===== config.mk =====
export PLATFORM = sky130hd
export DESIGN_NAME = soft_timer_pool
export DESIGN_NICKNAME = d
export VERILOG_FILES = /design/src/hw/rtl/stp_pkg.sv /design/src/hw/rtl/stp_divider.sv /design/src/hw/rtl/stp_slot_mem.sv /design/src/hw/rtl/soft_timer_pool.sv
export SDC_FILE = /design/constraint.sdc
export NUM_CORES = 1
export LEC_CHECK = 0
export CAP_MARGIN = 15
export CELL_PAD_IN_SITES_DETAIL_PLACEMENT = 1
export CELL_PAD_IN_SITES_GLOBAL_PLACEMENT = 2
export CORE_ASPECT_RATIO = 1.1
export CORE_MARGIN = 1.5
export CORE_UTILIZATION = 49
export CTS_BUF_LIST = sky130_fd_sc_hd__clkbuf_8
export CTS_CLUSTER_SIZE = 14
export DETAILED_ROUTE_END_ITERATION = 6
export DONT_BUFFER_PORTS = 1
export GPL_TIMING_DRIVEN = 0
export MAX_ROUTING_LAYER = met4
export PLACE_DENSITY_LB_ADDON = 0.08
export SYNTH_ARGS = -nofsm -noshare
export SYNTH_HDL_FRONTEND = slang
export SYNTH_SLANG_ARGS = --single-unit

===== constraint.sdc =====
create_clock -name clk -period 8.8 [get_ports clk]
set_clock_uncertainty 0.15 [all_clocks]
set_input_delay 1.76 -clock clk [delete_from_list [all_inputs] [get_ports clk]]
set_output_delay 1.76 -clock clk [all_outputs]
set_load 0.01 [all_outputs]

===== src/hw/rtl/stp_pkg.sv =====
package stp_pkg;

  // Operation codes carried on in_op.
  localparam logic [2:0] OP_TICK    = 3'd0;
  localparam logic [2:0] OP_ALLOC   = 3'd1;
  localparam logic [2:0] OP_QUERY   = 3'd2;
  localparam logic [2:0] OP_RELEASE = 3'd3;
  localparam logic [2:0] OP_RESTART = 3'd4;

  // Handles start at this value; slot 0 maps to handle 16.
  localparam logic [7:0] HANDLE_BASE = 8'h10;

  // Width of the tick counter, periods and deadlines.
  localparam int unsigned TICK_W = 16;

  // Width of the millisecond-to-microsecond product and divider steps.
  localparam int unsigned PROD_W   = 32;
  localparam int unsigned DIV_CNT_W = 6;
  localparam logic [DIV_CNT_W-1:0] DIV_STEPS = DIV_CNT_W'(PROD_W);

  // Reset value of the tick interval register.
  localparam logic [TICK_W-1:0] TICK_INTERVAL_RST = 16'd100;

  // One record of the slot memory.
  typedef struct packed {
    logic [TICK_W-1:0] period;
    logic [TICK_W-1:0] deadline;
  } slot_rec_t;

  // Sequencer states.
  typedef enum logic [2:0] {
    ST_IDLE,
    ST_ALLOC,
    ST_READ,
    ST_EXEC,
    ST_DONE
  } stp_state_t;

  // Microseconds from milliseconds: ms * 1000 = ms*1024 - ms*16 - ms*8.
  function automatic logic [PROD_W-1:0] ms_to_us(input logic [TICK_W-1:0] ms);
    logic [PROD_W-1:0] wide;
    wide = PROD_W'(ms);
    return (wide << 10) - (wide << 4) - (wide << 3);
  endfunction

endpackage


===== src/hw/rtl/stp_divider.sv =====
module stp_divider
  import stp_pkg::*;
(
  input  logic                  clk,
  input  logic                  rst_n,
  input  logic                  start,
  input  logic [PROD_W-1:0]     dividend,
  input  logic [TICK_W-1:0]     divisor,
  output logic                  busy,
  output logic [TICK_W-1:0]     quotient
);

  logic [DIV_CNT_W-1:0] cnt_r, cnt_nxt;
  logic [TICK_W-1:0]    rem_r, rem_nxt;
  logic [PROD_W-1:0]    quo_r, quo_nxt;
  logic [TICK_W-1:0]    dvs_r, dvs_nxt;
  logic [TICK_W:0]      trial;
  logic [TICK_W:0]      diff;
  logic                 q_bit;

  // One restoring step: shift in the next dividend bit and try to subtract.
  // A zero divisor sets every quotient bit, which saturates below.
  always_comb begin
    trial = {rem_r, quo_r[PROD_W-1]};
    diff  = trial - {1'b0, dvs_r};
    q_bit = (trial >= {1'b0, dvs_r});
  end

  // Step sequencing; the dividend shifts out as the quotient shifts in.
  always_comb begin
    cnt_nxt = cnt_r;
    rem_nxt = rem_r;
    quo_nxt = quo_r;
    dvs_nxt = dvs_r;
    if (start) begin
      cnt_nxt = DIV_STEPS;
      rem_nxt = '0;
      quo_nxt = dividend;
      dvs_nxt = divisor;
    end else if (cnt_r != '0) begin
      cnt_nxt = cnt_r - 1'b1;
      rem_nxt = q_bit ? diff[TICK_W-1:0] : trial[TICK_W-1:0];
      quo_nxt = {quo_r[PROD_W-2:0], q_bit};
    end
  end

  always_ff @(posedge clk) begin
    if (!rst_n) begin
      cnt_r <= '0;
    end else begin
      cnt_r <= cnt_nxt;
    end
  end

  always_ff @(posedge clk) begin
    rem_r <= rem_nxt;
    quo_r <= quo_nxt;
    dvs_r <= dvs_nxt;
  end

  assign busy     = (cnt_r != '0);
  assign quotient = (|quo_r[PROD_W-1:TICK_W]) ? '1 : quo_r[TICK_W-1:0];

endmodule


===== src/hw/rtl/stp_slot_mem.sv =====
module stp_slot_mem
  import stp_pkg::*;
#(
  parameter int NUM_SLOTS = 8,
  parameter int SLOT_W    = 3
) (
  input  logic              clk,
  input  logic              we,
  input  logic              re,
  input  logic [SLOT_W-1:0] addr,
  input  slot_rec_t         wdata,
  output slot_rec_t         rdata
);

  slot_rec_t mem [NUM_SLOTS];
  slot_rec_t rdata_r;

  // Single-port record store with a registered read.
  always_ff @(posedge clk) begin
    if (we) begin
      mem[addr] <= wdata;
    end
    if (re) begin
      rdata_r <= mem[addr];
    end
  end

  assign rdata = rdata_r;

endmodule


===== src/hw/rtl/soft_timer_pool.sv =====
// Channel | Direction | Ports                                       | Transaction
// in      | input     | in_valid, in_ready, in_op, in_time_ms,      | one command
//         |           | in_handle                                   |
// out     | output    | out_valid, out_ready, out_new_handle,       | one result
//         |           | out_success, out_timed_out                  |
// cfg     | input     | cfg_valid, cfg_ready, cfg_tick_interval_us  | interval write
//
// One command is in flight at a time; the result register lets the next
// command be accepted while a result still waits on the out channel.
// Tick, release, unknown handles and unused codes go from idle straight to the
// done state; query and restart of a live slot first pass through the read and
// exec states (registered slot memory read). For allocate, a restoring divider
// produces one quotient bit per cycle while the free-slot scan runs alongside.
// Reset is synchronous and clears the tick counter, all slots and the
// interval register to 100; a stalled result holds until out_ready.
module soft_timer_pool
  import stp_pkg::*;
#(
  parameter int NUM_SLOTS = 8
) (
  input  logic         clk,
  input  logic         rst_n,
  input  logic         in_valid,
  output logic         in_ready,
  input  logic [2:0]   in_op,
  input  logic [15:0]  in_time_ms,
  input  logic [7:0]   in_handle,
  output logic         out_valid,
  input  logic         out_ready,
  output logic [4:0]   out_new_handle,
  output logic         out_success,
  output logic         out_timed_out,
  input  logic         cfg_valid,
  output logic         cfg_ready,
  input  logic [15:0]  cfg_tick_interval_us
);

  localparam int SLOT_W = (NUM_SLOTS > 1) ? $clog2(NUM_SLOTS) : 1;
  localparam logic [SLOT_W-1:0] LAST_SLOT = SLOT_W'(NUM_SLOTS - 1);

  stp_state_t state_r, state_nxt;

  logic [TICK_W-1:0]    interval_r;
  logic [TICK_W-1:0]    tick_r;
  logic [NUM_SLOTS-1:0] in_use_r;
  logic [2:0]           op_r;
  logic [SLOT_W-1:0]    slot_r;
  logic [SLOT_W-1:0]    scan_r;
  logic                 scan_done_r;
  logic                 scan_hit_r;
  logic [4:0]           res_nh_r;
  logic                 res_ok_r;
  logic                 res_to_r;
  logic                 out_valid_r;
  logic [4:0]           out_nh_r;
  logic                 out_ok_r;
  logic                 out_to_r;

  logic                 in_acc;
  logic [7:0]           h_off;
  logic                 h_valid;
  logic [SLOT_W-1:0]    h_slot;
  logic                 h_hit;
  logic                 alloc_fin;
  logic                 out_free;

  logic                 div_start;
  logic                 div_busy;
  logic [TICK_W-1:0]    div_q;

  logic                 mem_we;
  logic                 mem_re;
  logic [SLOT_W-1:0]    mem_addr;
  slot_rec_t            mem_wdata;
  slot_rec_t            mem_rdata;

  assign in_acc    = in_valid && in_ready;
  assign cfg_ready = 1'b1;
  assign out_free  = !out_valid_r || out_ready;

  // Handle decode: only handles that name an existing slot in use are hits.
  always_comb begin
    h_off   = in_handle - HANDLE_BASE;
    h_valid = (in_handle >= HANDLE_BASE) && (h_off < 8'(NUM_SLOTS));
    h_slot  = h_off[SLOT_W-1:0];
    h_hit   = h_valid && in_use_r[h_slot];
  end

  // Allocation completes once the scan is over and, on a hit, the division too.
  assign alloc_fin = scan_done_r && (!scan_hit_r || !div_busy);

  // Next-state logic.
  always_comb begin
    state_nxt = state_r;
    case (state_r)
      ST_IDLE: begin
        if (in_valid) begin
          if (in_op == OP_ALLOC) begin
            state_nxt = ST_ALLOC;
          end else if ((in_op == OP_QUERY || in_op == OP_RESTART) && h_hit) begin
            state_nxt = ST_READ;
          end else begin
            state_nxt = ST_DONE;
          end
        end
      end
      ST_ALLOC: begin
        if (alloc_fin) begin
          state_nxt = ST_DONE;
        end
      end
      ST_READ: state_nxt = ST_EXEC;
      ST_EXEC: state_nxt = ST_DONE;
      ST_DONE: begin
        if (out_free) begin
          state_nxt = ST_IDLE;
        end
      end
      default: state_nxt = ST_IDLE;
    endcase
  end

  // Outputs of the sequencer toward the divider and the slot memory.
  always_comb begin
    in_ready  = 1'b0;
    div_start = 1'b0;
    mem_we    = 1'b0;
    mem_re    = 1'b0;
    mem_addr  = slot_r;
    mem_wdata = '{period: mem_rdata.period,
                  deadline: mem_rdata.period + tick_r};
    case (state_r)
      ST_IDLE: begin
        in_ready  = 1'b1;
        div_start = in_valid && (in_op == OP_ALLOC);
      end
      ST_ALLOC: begin
        mem_addr  = scan_r;
        mem_we    = alloc_fin && scan_hit_r;
        mem_wdata = '{period: div_q, deadline: div_q + tick_r};
      end
      ST_READ: mem_re = 1'b1;
      ST_EXEC: mem_we = (op_r == OP_RESTART);
      default: ;
    endcase
  end

  // Sequencer state and control registers.
  always_ff @(posedge clk) begin
    if (!rst_n) begin
      state_r     <= ST_IDLE;
      interval_r  <= TICK_INTERVAL_RST;
      tick_r      <= '0;
      in_use_r    <= '0;
      out_valid_r <= 1'b0;
      scan_done_r <= 1'b0;
      scan_hit_r  <= 1'b0;
    end else begin
      state_r <= state_nxt;
      if (cfg_valid && cfg_ready) begin
        interval_r <= cfg_tick_interval_us;
      end
      if (in_acc && in_op == OP_TICK) begin
        tick_r <= tick_r + 1'b1;
      end
      if (in_acc && in_op == OP_RELEASE && h_hit) begin
        in_use_r[h_slot] <= 1'b0;
      end
      // Free-slot scan, one slot per cycle from the lowest.
      if (in_acc) begin
        scan_done_r <= 1'b0;
        scan_hit_r  <= 1'b0;
      end else if (state_r == ST_ALLOC && !scan_done_r) begin
        if (!in_use_r[scan_r]) begin
          scan_done_r <= 1'b1;
          scan_hit_r  <= 1'b1;
        end else if (scan_r == LAST_SLOT) begin
          scan_done_r <= 1'b1;
        end
      end
      if (state_r == ST_ALLOC && alloc_fin && scan_hit_r) begin
        in_use_r[scan_r] <= 1'b1;
      end
      // Result register toward the out channel.
      if (state_r == ST_DONE && out_free) begin
        out_valid_r <= 1'b1;
      end else if (out_ready) begin
        out_valid_r <= 1'b0;
      end
    end
  end

  // Command and result payload registers.
  always_ff @(posedge clk) begin
    if (in_acc) begin
      op_r     <= in_op;
      slot_r   <= h_slot;
      scan_r   <= '0;
      res_nh_r <= '0;
      res_ok_r <= (in_op == OP_RELEASE || in_op == OP_RESTART) && h_hit;
      res_to_r <= 1'b0;
    end else if (state_r == ST_ALLOC) begin
      if (!scan_done_r && in_use_r[scan_r] && scan_r != LAST_SLOT) begin
        scan_r <= scan_r + 1'b1;
      end
      if (alloc_fin && scan_hit_r) begin
        res_nh_r <= 5'(HANDLE_BASE + 8'(scan_r));
      end
    end else if (state_r == ST_EXEC && op_r == OP_QUERY) begin
      res_to_r <= (mem_rdata.deadline < tick_r);
    end
    if (state_r == ST_DONE && out_free) begin
      out_nh_r <= res_nh_r;
      out_ok_r <= res_ok_r;
      out_to_r <= res_to_r;
    end
  end

  stp_divider u_div (
    .clk      (clk),
    .rst_n    (rst_n),
    .start    (div_start),
    .dividend (ms_to_us(in_time_ms)),
    .divisor  (interval_r),
    .busy     (div_busy),
    .quotient (div_q)
  );

  stp_slot_mem #(
    .NUM_SLOTS (NUM_SLOTS),
    .SLOT_W    (SLOT_W)
  ) u_mem (
    .clk   (clk),
    .we    (mem_we),
    .re    (mem_re),
    .addr  (mem_addr),
    .wdata (mem_wdata),
    .rdata (mem_rdata)
  );

  assign out_valid      = out_valid_r;
  assign out_new_handle = out_nh_r;
  assign out_success    = out_ok_r;
  assign out_timed_out  = out_to_r;

endmodule


* Word-level counts from Yosys, hierarchy flattened *
Memory sizes are Yosys's and may differ from the RTL's. A register that Yosys moved wholly into a read port is not among the register bits.
Index checks and enable logic that the tools add are counted.

storage, ports and cells
  register bits after elaboration = 139
  bits in writable memories = 256
  input port bits = 48
  output and inout port bits = 10
  word-level logic and storage cells = 139
  memories kept = 1

operators by class
  $add $sub $neg = 10
  magnitude comparators = 8
  eq/ne operators = 16
  mux-type cells = 35
  bitwise operators = 6
  reduce and logical (&&, ||, !) cells = 42

memories
  memory     words  width  rd ports  clocked after memory_dff  wr ports  line                RTL
  u_mem.mem  8      32     1         1                         1         stp_slot_mem.sv:15  slot_rec_t mem [NUM_SLOTS];

operators with widths
  kind                                                  count
  two-way mux 32 bit                                    3
  adder 16 bit                                          2
  two-way mux 16 bit                                    2
  subtractor 27 x 20 -> 28 bit                          1
  subtractor 26 x 20 -> 27 bit                          1
  two-way mux 8 bit                                     3
  logical AND 1 bit                                     20
  two-way mux 3 bit                                     6
  >= comparator 17 x 16 -> 1 bit                        1
  adder 16 x 1 -> 16 bit (second input constant)        1
  < comparator 16 bit                                   1
  OR reduction 16 bit                                   1
  subtractor 16 bit                                     1
  == test 3 x 2 -> 1 bit (second input constant)        5
  one-hot mux 3 bit (5 select lines)                    1
  two-way mux 1 bit                                     13
  == test 3 bit (second input constant)                 4
  two-way mux 6 bit                                     2
  AND reduction 2 bit                                   5
  bitwise AND 8 bit                                     1
  >= comparator 8 x 5 -> 1 bit (second input constant)  1
  < comparator 3 x 4 -> 1 bit (second input constant)   2
  < comparator 8 x 4 -> 1 bit (second input constant)   1
  inequality test 2 bit (second input constant)         4
  20 further kinds                                      35

* Depth between registers and ports, before layout *
Gate-level depths: netlist of the first run.

  word-level depth = 11
  gate-level depth with buffers = 18
  depth with buffers taken out = 17

* Modules after synthesis *
From an unflattened synthesis of the first run, not the netlist that was laid out.

unflattened totals
  cell total of the unflattened synthesis = 1579
  area, all modules = 20962.6 um2

by module, submodules not included
  module           times used  cells an instance  area an instance (um2)  seq. area each (um2)
  stp_slot_mem     1           453                10820.4                 8648.3
  soft_timer_pool  1           734                5978.2                  1471.4
  stp_divider      1           392                4164.0                  1881.8

* Worst setup path before layout of the first run *
Ideal clock, no wire load.

  path type = input -> register
  from = input port in_time_ms[7]
  to = register u_div.quo_r[24] (data pin)
  library setup time = 264 ps
  arrival = 5014 ps
  data required time = 8386 ps
  setup slack = 3372 ps
  stages = 17
  path buffers = 0
  path through = inv_1 > ha_1 > a21oi_1 > o41ai_4 > a211oi_1 > inv_1 > a21oi_1 > xnor2_1 > ha_1 > and3_1 > nor2b_1 > a31oi_1 > o311ai_0 > a21o_1 > or4b_4 > xnor2_1 > o21ai_1

between the ends
  longest elaborated chain between the ends = 3

RTL lines
  what                              line                   RTL
  start: declaration                soft_timer_pool.sv:26  input logic [15:0] in_time_ms,
  subtractor 26 x 20 -> 27 bit      stp_pkg.sv:43          return (wide << 10) - (wide << 4) - (wide << 3);
  subtractor 27 x 20 -> 28 bit (*)  stp_pkg.sv:43
  two-way mux 32 bit (*)            stp_divider.sv:35      if (start) begin
  via u_div.quo_nxt[24]             stp_divider.sv:15      logic [PROD_W-1:0] quo_r, quo_nxt;
  end signal: assignment            stp_divider.sv:57      quo_r <= quo_nxt;
  end: declaration                  stp_divider.sv:15

Mark *: on every way through the listed nets, which the timed path passes. The rest lies on a longest branch.
A chain may end at the register's enable or synchronous reset.

==> reports/metrics.cfg, run 1 <==
[global_routing]
antenna_found_initial = 0
grt_max_degree = 26
overflow = 0
grt_use_total_pct = 29.4
grt_pass1_wl_microns = 90500
grt_pass1_vias = 15307

[layout]
final_cell_mix = edfxtp_1 (349), nand2_1 (214), a21oi_1 (119)
drive_gt1_share_pct = 8.29
antennaDiodeCount = 0
layout_commonest_cell = edfxtp_1
area_growth_pct = 12.2
stdcell_area_sq_um = 22400
nets = 1950

[critical_path]
worst-r2r-cell-count = 15
cp_common_cell = clkbuf_1
r2r_setup_slack_ns = 2.35
crit_type = register to register
worstPathCellList = clkbuf_1, nor3b_1, buf_1, clkbuf_1, clkbuf_1, o22a_1, ha_1, a21o_1, a21oi_1, o21ai_0, a41oi_1, a21oi_1, and2_1, o21ai_0, a221oi_1
timing.rr.start = state_r[2]$_SDFFE_PN0P_
required_ns = 8.89
end_kind = register
slowest_delay_ns = 1.06
r2r-end = u_mem.mem[3][13]$_DFFE_PP_
crit_family = compound AO/OA/AOI/OAI gates
critPathSlowestCell = a221oi_1
worstPathMaxFanout = 10
cp_num_buf_inv = 4
start_kind = register
critPathArrivalTime_ns = 6.55

[logic_synthesis]
synth-compound-area-share_pct = 13.3
synth_fp_nets = 1850
synth_seq_cells = 425
syn_inst = 1723
synth_top_family_by_area = compound AO/OA/AOI/OAI gates
synthAdderAreaFrac_pct = 5.02
yosysWarnings = 0
yosys_most_used_dff = edfxtp_1
synth_simple_gate_area_share_pct = 13.2
yosys.cell_types.count = 77
synth_mux_area_share_pct = 2.37
yosysSeqAreaShare_pct = 60.1
synth_edf_count = 349
syn_area_sq_um = 20000
avgSynthCellArea_sq_um = 11.6
ys_async_sr_fraction_pct = 0
synth_xor_xnor_area_share_pct = 3.33

[routing]
ant_nets = 0
vias_per_cell = 6.06
dr.pass1.iters = 5
drtIter0Drc = 987
routed_wl_microns = 58700
route.detailed.drc = 0
vias = 14512
wire_per_inst_microns = 24.5

[hold_path]
min_delay_worst_endpoint = out_new_handle[4]$_DFFE_PP_
min_path_cells = 0
min_from = res_nh_r[4]$_SDFFE_PP0P_
worst_hold_path_type = register to register

[clocking]
ctsHtreeMaxLevel = 3
clock_latency_ns = 0.65
clk_pin_slew_ns = 0.06
cts_tree = done
post_cts_resized = 0
postCtsHoldBufs = 0
ctsLongestPathBuffers = 3
cts_buffers = 71
cts.sinks = 425
cts_root_buf = clkbuf_8
post-cts-setup-buffers = 0

[die]
start_util_pct = 49.7
core_sq_um = 40200
die_h_microns = 215
die-area_sq_um = 42000
die_width_microns = 195
ios = 58
rows = 77

[timing]
worst_pin_slew_ns = 1.30
relSlewSlack_pct = 13.4
fmax_mhz = 155
final.min_clock_period_ns = 6.45
setup_viol = 0
finalHoldViolCount = 0
rsz0062_at_grt = no
setup_slack_ns = 2.35
fin_crit_sh_pct = 73.3
slew_viol_final = 0
setup_tns_ns = 0

[placement]
port_buffers = 0
place_area_sq_um = 21000
place_congestion = 0.861
pre_cts_slack_ns = 2.44
hpwl_microns = 41400

[power]
max-vdd-ir-drop_v = 0.000172
power.density_nw_per_um2 = 249
p_leak_nw = 8.12

[job]
drv_cap = 0

[status]
status = completed

==> sequential cells by signal, summed over array words and instances (netlist names), 3 cells and up <==
name            flops
in_use_r            8
interval_r         16
op_r                3
out_new_handle      4
res_nh_r            4
scan_r              3
slot_r              3
state_r             3
tick_r             16
u_div.cnt_r         6
u_div.dvs_r        16
u_div.quo_r        32
u_div.rem_r        16
u_mem.mem         256
u_mem.rdata        32
==> cells in the mapped netlist (13+ instances only) <==
| cell type | n | area (sq um) |
|---|---|---|
| edfxtp_1 | 349 | 10500 |
| nand2_1 | 214 | 803 |
| a21oi_1 | 119 | 596 |
| nand3_1 | 89 | 445 |
| nor2_1 | 85 | 319 |
| ha_1 | 77 | 963 |
| o21ai_0 | 77 | 385 |
| dfxtp_1 | 76 | 1520 |
| inv_1 | 66 | 248 |
| clkbuf_1 | 59 | 221 |
| xnor2_1 | 55 | 482 |
| a22oi_1 | 37 | 278 |
| mux2i_1 | 36 | 360 |
| nor3_1 | 36 | 180 |
| nor2b_1 | 30 | 188 |
| xor2_1 | 21 | 184 |
| a21o_1 | 19 | 143 |
| nand4_1 | 19 | 119 |
| and2_1 | 18 | 113 |
| a211oi_1 | 17 | 128 |
| o22a_1 | 16 | 140 |
| a21boi_0 | 14 | 105 |
| o21a_1 | 13 | 97.6 |
==> cell type report <==
cell class | instances | area (sq um)
clock buffer | 77 | 1060
clock inverter | 54 | 294
buffer | 70 | 273
fill | 4222 | 17800
multi-input combinational | 1161 | 7510
sequential | 425 | 12000
timing repair buffer | 27 | 368
inverter | 67 | 251
tap | 513 | 642
==> where the power goes <==
group / leakage [nW] / internal [mW] / switching (mW) / total (mW)
logic: 3.52 / 0.503 / 0.840 / 1.34
registers: 3.80 / 2.41 / 0.129 / 2.54
clock network: 0.793 / 0.873 / 0.821 / 1.69
total: 8.12 / 3.78 / 1.79 / 5.57
==> worst max path at each step <==
stage	startpoint	to	depth (start not counted)
6_report	state_r[2]$_SDFFE_PN0P_	u_mem.mem[3][13]$_DFFE_PP_	15
3_5_place_dp	state_r[2]$_SDFFE_PN0P_	u_mem.mem[3][13]$_DFFE_PP_	15
2_1_floorplan	in_time_ms[7]	u_div.quo_r[24]$_DFFE_PP_	17
3_3_place_gp	state_r[2]$_SDFFE_PN0P_	u_mem.mem[3][14]$_DFFE_PP_	7
4_1_cts	state_r[2]$_SDFFE_PN0P_	u_mem.mem[3][13]$_DFFE_PP_	15
5_1_grt	state_r[2]$_SDFFE_PN0P_	u_mem.mem[0][13]$_DFFE_PP_	15
==> logic make-up after synthesis <==
family	after synthesis
compound gates	406
xor+xnor	76
fa+ha+maj	79
buf+inv	137
flops	425
mux	44
other cells	2
simple gates	554
==> metal layers <==
layer,vias to the layer above,global-route usage [%],wire (microns)
met3,112,4.10,3500
met2,441,45.9,27600
li1,6634,-,-
met1,7325,39.5,26000
met4,0,10.5,1590
met5,-,-,0
==> per-stage QoR <==
stage | util (%) | power (mW) | std cells | hold slack, ns
after floorplan | - | 3.46 | 1723 | 0.250
after global placement | 51.3 | 3.83 | 2236 | 0.264
after detailed placement | 52.4 | 3.91 | 2263 | 0.257
after CTS | 55.8 | 5.61 | 2394 | 0.268
after global routing | 55.8 | 5.86 | 2394 | 0.287
final | 55.8 | 5.57 | 2394 | 0.277
Power figures use the tool's default switching activity.
==> run 2: changes to the inputs <==
CORE_UTILIZATION = 41   (was 49)
clock period = 5.45 ns   (was 8.8 ns; I/O delays follow)
==> reports/metrics.cfg, run 2 (synthesized netlist as in run 1, its figures left out) <==
[status]
status = completed

[layout]
area_growth_pct = 12.9
layout_commonest_cell = edfxtp_1
drive_gt1_share_pct = 8.66
final_cell_mix = edfxtp_1 (349), nand2_1 (214), a21oi_1 (119)
stdcell_area_sq_um = 22500
nets = 1951
largest_reg_flops = 256
largest_register = u_mem.mem

[die]
die-area_sq_um = 50000
core_sq_um = 47900
ios = 58
start_util_pct = 41.7
rows = 84
die_h_microns = 234
die_width_microns = 213

[power]
power.density_nw_per_um2 = 395
switching_share_pct = 32.0
power_switching_mw = 2.85
clkPwrFrac_pct = 29.7
total_power_mw = 8.91
p_leak_nw = 8.10
combPwrFrac_pct = 24.3
max-vdd-ir-drop_v = 0.000190
power.internal_mw = 6.05
p_seq_share_pct = 46.0

[clocking]
cts.sinks = 425
ctsHtreeMaxLevel = 3
cts_buffers = 72
clock_latency_ns = 0.64
post-cts-setup-buffers = 0
ctsLongestPathBuffers = 3
cts_tree = done
cts_root_buf = clkbuf_8
clk_pin_slew_ns = 0.06

[global_routing]
grt_use_total_pct = 24.5
grt_pass1_vias = 14426
antenna_found_initial = 0
gr-usage-met2_pct = 37.4
grt_pass1_wl_microns = 88200
top_usage_layer = met2
overflow = 0
use_met3_pct = 3.23
grt_max_degree = 26
met1_usage_pct = 33.9

[timing]
relSlewSlack_pct = 25.7
rsz0062_at_grt = no
setup_viol = 0
finalHoldViolCount = 0
fin_crit_sh_pct = 92.7
worst_pin_slew_ns = 1.11
slew_viol_final = 0
fmax_mhz = 198
final.min_clock_period_ns = 5.05

[placement]
place_area_sq_um = 21200
port_buffers = 0
place_congestion = 0.862
hpwl_microns = 41700

[critical_path]
crit_type = register to register
critPathSlowestCell = clkbuf_2
cp_num_buf_inv = 4
critPathArrivalTime_ns = 5.29
end_kind = register
crit_family = compound AO/OA/AOI/OAI gates
worstPathMaxFanout = 10
worstPathCellList = clkbuf_1, nor3b_1, buf_2, clkbuf_2, clkbuf_2, o22a_2, ha_1, a21o_1, a21oi_1, o21ai_0, a41oi_1, a21oi_1, a211o_1, a21oi_1, xnor2_1
slowest_delay_ns = 0.41
start_kind = register
cp_common_cell = a21oi_1
required_ns = 5.69

[routing]
ant_nets = 0
wire_per_inst_microns = 23.2
vias_per_cell = 5.65
route.detailed.drc = 0
vias = 14230
routed_wl_microns = 58300
dr.pass1.iters = 5
drtIter0Drc = 902

[job]
drv_cap = 0

[hold_path]
worst_hold_path_type = register to register

-- run 2: worst reg2reg max path, stage by stage (launching register included) --
cell,delay (ns)
dfxtp_1,0.30
clkbuf_1,0.20
nor3b_1,0.25
buf_2,0.35
clkbuf_2,0.40
clkbuf_2,0.42
o22a_2,0.40
ha_1,0.30
a21o_1,0.16
a21oi_1,0.26
o21ai_0,0.18
a41oi_1,0.30
a21oi_1,0.21
a211o_1,0.30
a21oi_1,0.29
xnor2_1,0.33
-- run 2: final timing paths --
check | from | endpoint | slack, ns | cells after the start
setup / recovery | state_r[2]$_SDFFE_PN0P_ | u_mem.mem[2][15]$_DFFE_PP_ | 0.40 | 15
hold / removal | res_ok_r$_DFFE_PP_ | out_success$_DFFE_PP_ | 0.28 | 0
setup reg to reg | state_r[2]$_SDFFE_PN0P_ | u_mem.mem[2][15]$_DFFE_PP_ | 0.40 | 15
hold reg to reg | res_ok_r$_DFFE_PP_ | out_success$_DFFE_PP_ | 0.28 | 0
-- run 2: final cells by class --
type	instances	area (sq um)
multi-input combinational	1161	7540
antenna	1	2.50
sequential	425	12000
timing repair buffer	27	364
inverter	67	251
tap	645	807
fill	5148	25400
buffer	70	278
clock buffer	77	1060
clock inverter	44	243
-- run 2: layer usage --
metal	part of all wire, %	vias up
li1	-	6642
met1	47	7149
met2	46	353
met3	4.4	86
met4	2.4	0
met5	0	-
-- run 2: repair_timing --
item,CTS,global route
hold buffers,0,0
endpoints found under the setup margin,56,27
resized for setup,5,5
-- run 2: power groups by stage --
stage / Clock (mW) / Sequential (mW) / Combinational [mW]
floorplan: 0 / 4.06 / 1.53
global placement: 0 / 4.16 / 2.07
detailed placement: 0 / 4.16 / 2.17
CTS: 2.72 / 4.10 / 2.18
global route: 2.86 / 4.12 / 2.42
finish: 2.65 / 4.09 / 2.17
-- run 2: per-stage QoR --
stage | setup slack [ns] | hold WS (ns) | util, % | setup TNS [ns] | instances
after global placement | -2.99 | 0.263 | 43.4 | -634.75 | 2368
after CTS | 0.0849 | 0.278 | 47.0 | 0 | 2516
after floorplan | 0.692 | 0.250 | - | 0 | 1723
after global routing | 0.0694 | 0.280 | 47.0 | 0 | 2516
final | 0.396 | 0.277 | 47.0 | 0 | 2517
after detailed placement | -0.872 | 0.266 | 44.3 | -22.47 | 2395
